**src/hw/rtl/fjs_pkg.sv**
```systemverilog
// Shared constants and types for the FIFO job server with wait statistics.
// Used by the queue cell, the queue, the statistics stage and the top level.
`default_nettype none
package fjs_pkg;

   localparam int QUEUE_DEPTH = 16;
   localparam int LENGTH_BITS = 8;

   localparam int COUNT_W  = $clog2(QUEUE_DEPTH + 1);
   localparam int ID_W     = 16;
   localparam int TIME_W   = 32;
   localparam int LEN_W    = 8;
   localparam int WAIT_W   = 48;
   localparam int QUEUED_W = 5;
   localparam int SERVED_W = 32;

   localparam logic [LEN_W-1:0] LEN_MASK =
      (LENGTH_BITS >= LEN_W) ? {LEN_W{1'b1}} : LEN_W'((64'd1 << LENGTH_BITS) - 64'd1);
   localparam logic [WAIT_W-1:0] WAIT_MAX = {WAIT_W{1'b1}};

   // One waiting job as held in a queue cell.
   typedef struct packed {
      logic [ID_W-1:0]   id;
      logic [TIME_W-1:0] arrival;
      logic [LEN_W-1:0]  length;
   } job_type;

   // Queue commands for one tick.
   typedef struct packed {
      logic push;
      logic pop;
   } qctl_type;

   // Per-tick results handed from the server stage to the statistics stage.
   typedef struct packed {
      logic                started;
      logic [ID_W-1:0]     started_id;
      logic [TIME_W-1:0]   started_wait;
      logic                busy_res;
      logic [ID_W-1:0]     serving_id;
      logic [QUEUED_W-1:0] queued;
      logic [SERVED_W-1:0] served_count;
      logic                dropped;
   } stage_type;

endpackage
`default_nettype wire

```
**src/hw/rtl/fjs_cell.sv**
```systemverilog
// One cell of the job queue: holds one waiting job and takes either the
// incoming job or its neighbor's job. Depends on fjs_pkg.
`default_nettype none
module fjs_cell (
   input  wire logic            clock,
   input  wire logic            shift,
   input  wire logic            load,
   input  wire fjs_pkg::job_type job_new,
   input  wire fjs_pkg::job_type job_next,
   output fjs_pkg::job_type     job_q
);

   fjs_pkg::job_type job_ff;
   fjs_pkg::job_type job_in;

   always_comb begin
      job_in = job_ff;
      if (load) begin
         job_in = job_new;
      end else if (shift) begin
         job_in = job_next;
      end
   end

   always_ff @(posedge clock) begin
      job_ff <= job_in;
   end

   assign job_q = job_ff;

endmodule
`default_nettype wire

```
**src/hw/rtl/fjs_queue.sv**
```systemverilog
// Job queue built as a row of cells with the head in cell zero; a pop moves
// every job one cell toward the head. Depends on fjs_pkg and fjs_cell.
`default_nettype none
module fjs_queue (
   input  wire logic             clock,
   input  wire logic             reset,
   input  wire fjs_pkg::qctl_type ctl,
   input  wire fjs_pkg::job_type  job_new,
   output fjs_pkg::job_type      head,
   output logic [fjs_pkg::COUNT_W-1:0] fill,
   output logic [fjs_pkg::COUNT_W-1:0] fill_next
);

   localparam int DEPTH = fjs_pkg::QUEUE_DEPTH;
   localparam int CW    = fjs_pkg::COUNT_W;

   logic [CW-1:0]    fill_ff;
   logic [CW-1:0]    fill_in;
   logic [CW-1:0]    load_at;
   logic             bypass;
   logic             shift;
   logic             wr;
   fjs_pkg::job_type cells_q [DEPTH];

   always_comb begin
      // A job pushed and popped in the same tick on an empty queue never
      // lands in a cell.
      bypass  = ctl.pop && (fill_ff == '0);
      shift   = ctl.pop && !bypass;
      wr      = ctl.push && !bypass;
      load_at = fill_ff - CW'(shift);
      fill_in = fill_ff + CW'(wr) - CW'(shift);
   end

   always_ff @(posedge clock) begin
      if (reset) begin
         fill_ff <= '0;
      end else begin
         fill_ff <= fill_in;
      end
   end

   for (genvar i = 0; i < DEPTH; i++) begin : g_cell
      fjs_pkg::job_type nbr;
      if (i == DEPTH - 1) begin : g_last
         assign nbr = job_new;
      end else begin : g_mid
         assign nbr = cells_q[i+1];
      end
      fjs_cell u_cell (
         .clock    (clock),
         .shift    (shift),
         .load     (wr && (load_at == CW'(i))),
         .job_new  (job_new),
         .job_next (nbr),
         .job_q    (cells_q[i])
      );
   end

   assign head      = cells_q[0];
   assign fill      = fill_ff;
   assign fill_next = fill_in;

endmodule
`default_nettype wire

```
**src/hw/rtl/fjs_stats.sv**
```systemverilog
// Second stage: adds the started job's wait to the saturating total and
// registers the result word. Depends on fjs_pkg.
`default_nettype none
module fjs_stats (
   input  wire logic               clock,
   input  wire logic               reset,
   input  wire logic               s1_valid,
   input  wire fjs_pkg::stage_type s1,
   output logic                    rsp_valid,
   output logic                    rsp_job_started,
   output logic [15:0]             rsp_started_id,
   output logic [31:0]             rsp_started_wait,
   output logic                    rsp_busy_res,
   output logic [15:0]             rsp_serving_id,
   output logic [4:0]              rsp_queued,
   output logic [31:0]             rsp_served_count,
   output logic [47:0]             rsp_wait_total,
   output logic                    rsp_dropped
);

   localparam int WW = fjs_pkg::WAIT_W;

   logic [WW-1:0]      wait_sum_ff;
   logic [WW-1:0]      wait_sum_in;
   logic [WW:0]        sum_wide;
   logic               valid_ff;
   fjs_pkg::stage_type res_ff;

   always_comb begin
      sum_wide    = {1'b0, wait_sum_ff} + (WW+1)'(s1.started_wait);
      wait_sum_in = wait_sum_ff;
      if (s1_valid && s1.started) begin
         // The total can only pass the top by a carry out of the top bit.
         wait_sum_in = sum_wide[WW] ? fjs_pkg::WAIT_MAX : sum_wide[WW-1:0];
      end
   end

   always_ff @(posedge clock) begin
      if (reset) begin
         wait_sum_ff <= '0;
         valid_ff    <= 1'b0;
      end else begin
         wait_sum_ff <= wait_sum_in;
         valid_ff    <= s1_valid;
      end
   end

   always_ff @(posedge clock) begin
      res_ff <= s1;
   end

   assign rsp_valid        = valid_ff;
   assign rsp_job_started  = res_ff.started;
   assign rsp_started_id   = res_ff.started_id;
   assign rsp_started_wait = res_ff.started_wait;
   assign rsp_busy_res     = res_ff.busy_res;
   assign rsp_serving_id   = res_ff.serving_id;
   assign rsp_queued       = res_ff.queued;
   assign rsp_served_count = res_ff.served_count;
   assign rsp_wait_total   = wait_sum_ff;
   assign rsp_dropped      = res_ff.dropped;

endmodule
`default_nettype wire

```
**src/hw/rtl/fifo_job_server_with_wait_stats_top.sv**
```systemverilog
// FIFO job server with wait statistics: one tick per accepted word.
// The result word is registered in the server stage and again in the statistics stage before rsp_valid strobes it.
// Throughput: one word per cycle; busy stays low, the server stage and the
// queue cells update in the accept cycle and the wait total in the cycle after it.
// Reset (synchronous) empties the queue and clears time, ids and counters.
// The receiver cannot stall; each result is on rsp_* for one cycle only.
`default_nettype none
module fifo_job_server_with_wait_stats_top (
   input  wire logic        clock,
   input  wire logic        reset,
   input  wire logic        start,
   output logic             busy,
   input  wire logic        req_arrive,
   input  wire logic [7:0]  req_job_length,
   output logic             rsp_valid,
   output logic             rsp_job_started,
   output logic [15:0]      rsp_started_id,
   output logic [31:0]      rsp_started_wait,
   output logic             rsp_busy_res,
   output logic [15:0]      rsp_serving_id,
   output logic [4:0]       rsp_queued,
   output logic [31:0]      rsp_served_count,
   output logic [47:0]      rsp_wait_total,
   output logic             rsp_dropped
);

   localparam int CW = fjs_pkg::COUNT_W;

   logic                          accept;
   logic [fjs_pkg::TIME_W-1:0]    tick_ff, tick_in;
   logic [fjs_pkg::ID_W-1:0]      next_id_ff, next_id_in;
   logic [fjs_pkg::LEN_W-1:0]     remaining_ff, remaining_in;
   logic [fjs_pkg::ID_W-1:0]      active_ff, active_in;
   logic [fjs_pkg::SERVED_W-1:0]  served_ff, served_in;
   logic                          s1_valid_ff;
   fjs_pkg::stage_type            s1_ff, s1_in;

   fjs_pkg::qctl_type             qctl;
   fjs_pkg::job_type              job_new;
   fjs_pkg::job_type              q_head;
   fjs_pkg::job_type              head;
   logic [CW-1:0]                 fill;
   logic [CW-1:0]                 fill_next;
   logic                          full;
   logic                          enq_ok;
   logic                          deq;

   assign busy   = 1'b0;
   assign accept = start && !busy;

   always_comb begin
      next_id_in       = next_id_ff + fjs_pkg::ID_W'(req_arrive);
      job_new.id       = next_id_ff + fjs_pkg::ID_W'(1);
      job_new.arrival  = tick_ff;
      job_new.length   = req_job_length & fjs_pkg::LEN_MASK;

      full   = (fill >= CW'(fjs_pkg::QUEUE_DEPTH));
      enq_ok = req_arrive && !full;
      // An arrival to an empty queue and an idle server starts at once.
      head   = (fill == '0) ? job_new : q_head;
      deq    = (remaining_ff == '0) && ((fill != '0) || enq_ok);

      qctl.push = accept && enq_ok;
      qctl.pop  = accept && deq;

      tick_in      = tick_ff + fjs_pkg::TIME_W'(1);
      active_in    = active_ff;
      served_in    = served_ff;
      remaining_in = remaining_ff;
      if (deq) begin
         active_in    = head.id;
         served_in    = served_ff + fjs_pkg::SERVED_W'(1);
         remaining_in = (head.length == '0) ? '0 : head.length - fjs_pkg::LEN_W'(1);
      end else if (remaining_ff != '0) begin
         remaining_in = remaining_ff - fjs_pkg::LEN_W'(1);
      end

      s1_in.started      = deq;
      s1_in.started_id   = deq ? head.id : '0;
      s1_in.started_wait = deq ? (tick_ff - head.arrival) : '0;
      s1_in.busy_res     = (remaining_in != '0);
      s1_in.serving_id   = active_in;
      s1_in.queued       = fjs_pkg::QUEUED_W'(fill_next);
      s1_in.served_count = served_in;
      s1_in.dropped      = req_arrive && full;
   end

   always_ff @(posedge clock) begin
      if (reset) begin
         tick_ff      <= '0;
         next_id_ff   <= '0;
         remaining_ff <= '0;
         active_ff    <= '0;
         served_ff    <= '0;
         s1_valid_ff  <= 1'b0;
      end else begin
         s1_valid_ff <= accept;
         if (accept) begin
            tick_ff      <= tick_in;
            next_id_ff   <= next_id_in;
            remaining_ff <= remaining_in;
            active_ff    <= active_in;
            served_ff    <= served_in;
         end
      end
   end

   always_ff @(posedge clock) begin
      s1_ff <= s1_in;
   end

   fjs_queue u_queue (
      .clock     (clock),
      .reset     (reset),
      .ctl       (qctl),
      .job_new   (job_new),
      .head      (q_head),
      .fill      (fill),
      .fill_next (fill_next)
   );

   fjs_stats u_stats (
      .clock            (clock),
      .reset            (reset),
      .s1_valid         (s1_valid_ff),
      .s1               (s1_ff),
      .rsp_valid        (rsp_valid),
      .rsp_job_started  (rsp_job_started),
      .rsp_started_id   (rsp_started_id),
      .rsp_started_wait (rsp_started_wait),
      .rsp_busy_res     (rsp_busy_res),
      .rsp_serving_id   (rsp_serving_id),
      .rsp_queued       (rsp_queued),
      .rsp_served_count (rsp_served_count),
      .rsp_wait_total   (rsp_wait_total),
      .rsp_dropped      (rsp_dropped)
   );

endmodule
`default_nettype wire
```
**config.mk**
```make
export PLATFORM = sky130hd
export DESIGN_NAME = fifo_job_server_with_wait_stats_top
export DESIGN_NICKNAME = d
export VERILOG_FILES = /design/src/hw/rtl/fjs_pkg.sv /design/src/hw/rtl/fjs_cell.sv /design/src/hw/rtl/fjs_queue.sv /design/src/hw/rtl/fjs_stats.sv /design/src/hw/rtl/fifo_job_server_with_wait_stats_top.sv
export SDC_FILE = /design/constraint.sdc
export NUM_CORES = 2
export LEC_CHECK = 0
export ABC_AREA = 1
export BUFFER_PORTS_ARGS = -buffer_cell sky130_fd_sc_hd__buf_2
export CORE_MARGIN = 5
export CORE_UTILIZATION = 38
export CTS_BUF_LIST = sky130_fd_sc_hd__clkbuf_4 sky130_fd_sc_hd__clkbuf_8 sky130_fd_sc_hd__clkbuf_16
export DETAILED_ROUTE_END_ITERATION = 6
export PLACE_DENSITY = 0.64
export REMOVE_ABC_BUFFERS = 1
export SLEW_MARGIN = 20
export SYNTH_ARGS = -nofsm -noshare
export SYNTH_HDL_FRONTEND = slang
export SYNTH_SLANG_ARGS = --single-unit
```
**constraint.sdc**
```tcl
create_clock -name clock -period 9.4 [get_ports clock]
set_input_delay 2.35 -clock clock [delete_from_list [all_inputs] [get_ports clock]]
set_output_delay 2.35 -clock clock [all_outputs]
set_load 0.05 [all_outputs]
```
==> impl_metrics.ini <==
[layout]
stdcell_count = 7507
area_growth_pct = 12.6
post_route_cells_drive_above_1_share = 0.0871
fin_nets = 5600

[cts]
worstSkewPairLatency_ns = 0.76
cts.reportedPaths.clkPinSlew_ns = 0.06
cts_resized = 0
clock_sink_count = 1263
ctsRootBufferMaster = clkbuf_16
cts_hold_repair.buffers = 0
post_cts.repair.setup_buffers = 0
tritoncts = yes
clk_path_buf_depth = 3
htreeDepth = 4
number_of_buffers_added_by_the_clock_tree_synthesis_step = 136

[floorplan]
floorplan.die_area_sq_um = 150000
core.rowCount = 138
initial_utilization = 0.382
core_area_sq_um = 141000
ios = 166
die_height_microns = 387
fp.dieW_microns = 387

[worst_setup_path]
worst-setup-path-type = input port to register
start_kind = input port
timing.critical_path.arrival_ns = 6.62
cp_slowest_stage_delay_ns = 0.62
critical_path.slowest_cell = xnor2_2
setup.worst_path.end_class = register
path_max_fanout = 68
path_cells = buf_2 -> inv_1 -> nand2_1 -> nand2_2 -> nor2_4 -> inv_1 -> nor2_1 -> ha_1 -> ha_1 -> o21ai_0 -> xnor2_2 -> nor3_1 -> nand2_4 -> buf_4 -> o21ai_0
cp.required_ns = 9.77

[routing]
detail_route.first_pass.iterations = 6
remaining_antenna_violation_count_after_routing = 0
wl_per_cell_microns = 19.5
total_via_count_after_detailed_routing = 38800
drt_drc_violations_left = 0
totalWireLength_microns = 146000
avgViaCountPerCell = 5.17
violation_count_after_the_first_detailed_routing_iteration = 3598

[global_routing]
vias_in_the_first_global_route = 36800
grt_overflow_total = 0
grt_max_degree = 113
grt_pass1_wl_microns = 222000
grt_antenna_before_repair = 5
grt_use_total = 0.189

[timing]
final_critical_path_setup_slack_ns = 3.15
clock_skew_ns = 0.0261
final_cycle_utilization_of_the_critical_path = 0.665
clock.fmax_mhz = 160
setup_total_negative_slack_ns = 0
grt_setup_unrepaired = no
fin_hold_ws_ns = 0.321
final_max_slew_viols = 0
setup-violations-final = 0
hold_viol_final = 0
transition_time_at_the_pin_with_the_least_slew_margin_ns = 1.11
post-route-min-period_ns = 6.25
maxSlewHeadroom = 0.262

[yosys]
synth.avg_cell_area_sq_um = 9.87
syn_area_sq_um = 54000
yosys_most_used_dff = edfxtp_1
synth-async-reset-ratio = 0
synth-warning-count = 0
synth_seq_area_share = 0.635
synth_edf_count = 896
yosys_register_bits = 1263
unique_cell_type_count_in_the_yosys_netlist = 47
syn_inst_count = 5469

[place]
place.detailed.hpwl_microns = 91100
placed_cells = 7257
place_ws_ns = 2.17
gp_congestion = 0.913
placement.io_buffers = 164

[pwr]
pwr_density_cell_nw_per_um2 = 251
static-leakage-power_nw = 24.5
ir_worst_vdd_mv = 0.195
total_power_mw = 15.2

[job]
max-cap-violations = 0

[worst_hold_path]
min-delay-path-class = register to register

[status]
outcome = finished clean
synth_stat cells, types with 2 or more instances:
cell | count | area, sq um
nor3_1 | 92 | 460
o21bai_1 | 14 | 105
and2_1 | 4 | 25.0
xnor2_1 | 29 | 254
nand3b_1 | 4 | 30.0
a31oi_1 | 5 | 31.3
clkinv_1 | 3 | 11.3
buf_2 | 66 | 330
inv_1 | 406 | 1520
clkbuf_1 | 153 | 574
o21ai_1 | 49 | 245
nand2_1 | 1434 | 5380
o21ai_0 | 1011 | 5060
buf_6 | 40 | 450
dfxtp_1 | 367 | 7350
xor2_1 | 51 | 447
buf_4 | 28 | 210
nor2_1 | 311 | 1170
nor3b_1 | 2 | 15.0
or2_2 | 4 | 25.0
ha_1 | 80 | 1000
o21a_1 | 9 | 67.6
a21oi_1 | 206 | 1030
o32ai_1 | 7 | 61.3
buf_1 | 6 | 22.5
o211ai_1 | 5 | 37.5
fa_1 | 3 | 60.1
nand4_1 | 25 | 156
edfxtp_1 | 896 | 26900
a21o_1 | 3 | 22.5
nor4_1 | 12 | 75.1
nand3_1 | 110 | 551
a21boi_0 | 2 | 15.0
inv_2 | 3 | 11.3
nand2_4 | 9 | 101
clkbuf_2 | 9 | 45.0
critical path, delay by kind of cell:
family          cells  cell delay [ns]
xor+xnor            1             0.62
fa+ha+maj           2             0.47
simple gates        6             1.47
compound gates      2             0.56
buf+inv             4             1.09
layout make-up:
type | count | area (sq um)
multi-input combinational | 3492 | 16700
timing repair buffer | 200 | 1100
clock inverter | 71 | 861
sequential | 1263 | 34300
tap | 1890 | 2360
fill | 13400 | 80700
clock buffer | 178 | 3880
antenna | 1 | 2.50
inverter | 412 | 1550
placed cells by master, fill, tap and decap left out, types with 49 or more instances in the layout:
cell and n:
o21ai_1 49, nor3_1 92, edfxtp_1 896, buf_2 163, inv_1 403, xor2_1 50, dfxtp_1 367, o21ai_0 1010
nand3_1 110, ha_1 80, nand2_1 1413, a21oi_1 206, clkbuf_16 141, nor2_1 311
power breakdown:
part	internal [mW]	switching [mW]	leakage, nW	total [mW]
combinational	0.656	2.08	11.1	2.74
clock	3.33	2.28	2.37	5.61
sequential	6.66	0.212	11.1	6.88
cell families (layout without fill, tap and decap cells):
group | after synthesis | in the layout | share of synthesized area
other cells | 1 | 2 | 0.0000695
flops | 1263 | 1263 | 0.635
fa+ha+maj | 83 | 83 | 0.0197
simple gates | 2014 | 2014 | 0.149
buf+inv | 714 | 861 | 0.0589
compound gates | 1314 | 1314 | 0.124
xor+xnor | 80 | 80 | 0.0130
metal layers:
metal	part of all wire	vias to the layer above	GRT usage	routed length [microns]
met4	0.024	0	0.0544	3540
met1	0.44	18700	0.256	64100
met5	0	-	0	0
met2	0.46	1289	0.310	67800
met3	0.074	205	0.0395	10900
li1	-	18600	-	-
per-stage QoR:
step,area (sq um),util
5_1_grt,60700,0.429
3_3_place_gp,56000,0.396
6_report,60700,0.429
2_1_floorplan,52300,-
3_5_place_dp,56000,0.396
4_1_cts,60700,0.429
path summary, 6_finish.rpt:
check,from,end,depth (start not counted),slack [ns]
worst min register to register,s1_ff[38],u_stats.rsp_serving_id[0],0,0.32
worst max-delay path,req_arrive,u_queue.g_cell[14].u_cell.job_q[10],15,3.15
worst min-delay path,s1_ff[38],u_stats.rsp_serving_id[0],0,0.32
worst max register to register,remaining_ff[0],u_queue.g_cell[14].u_cell.job_q[10],18,3.49
registers in the layout, summed over array words and instances, names as in the netlist:
name                         count
u_stats.rsp_served_count        32
u_stats.rsp_serving_id          16
s1_ff                          104
u_stats.rsp_job_started          1
u_stats.rsp_wait_total          48
u_queue.g_cell.u_cell.job_q    896
u_stats.rsp_dropped              1
u_stats.rsp_started_id          16
active_ff                       16
s1_valid_ff                      1
tick_ff                         32
u_stats.rsp_started_wait        32
remaining_ff                     8
next_id_ff                      16
u_stats.rsp_valid                1
u_stats.rsp_busy_res             1
u_queue.fill                     5
u_stats.rsp_queued               5
served_ff                       32
Power figures use the tool's default switching activity.
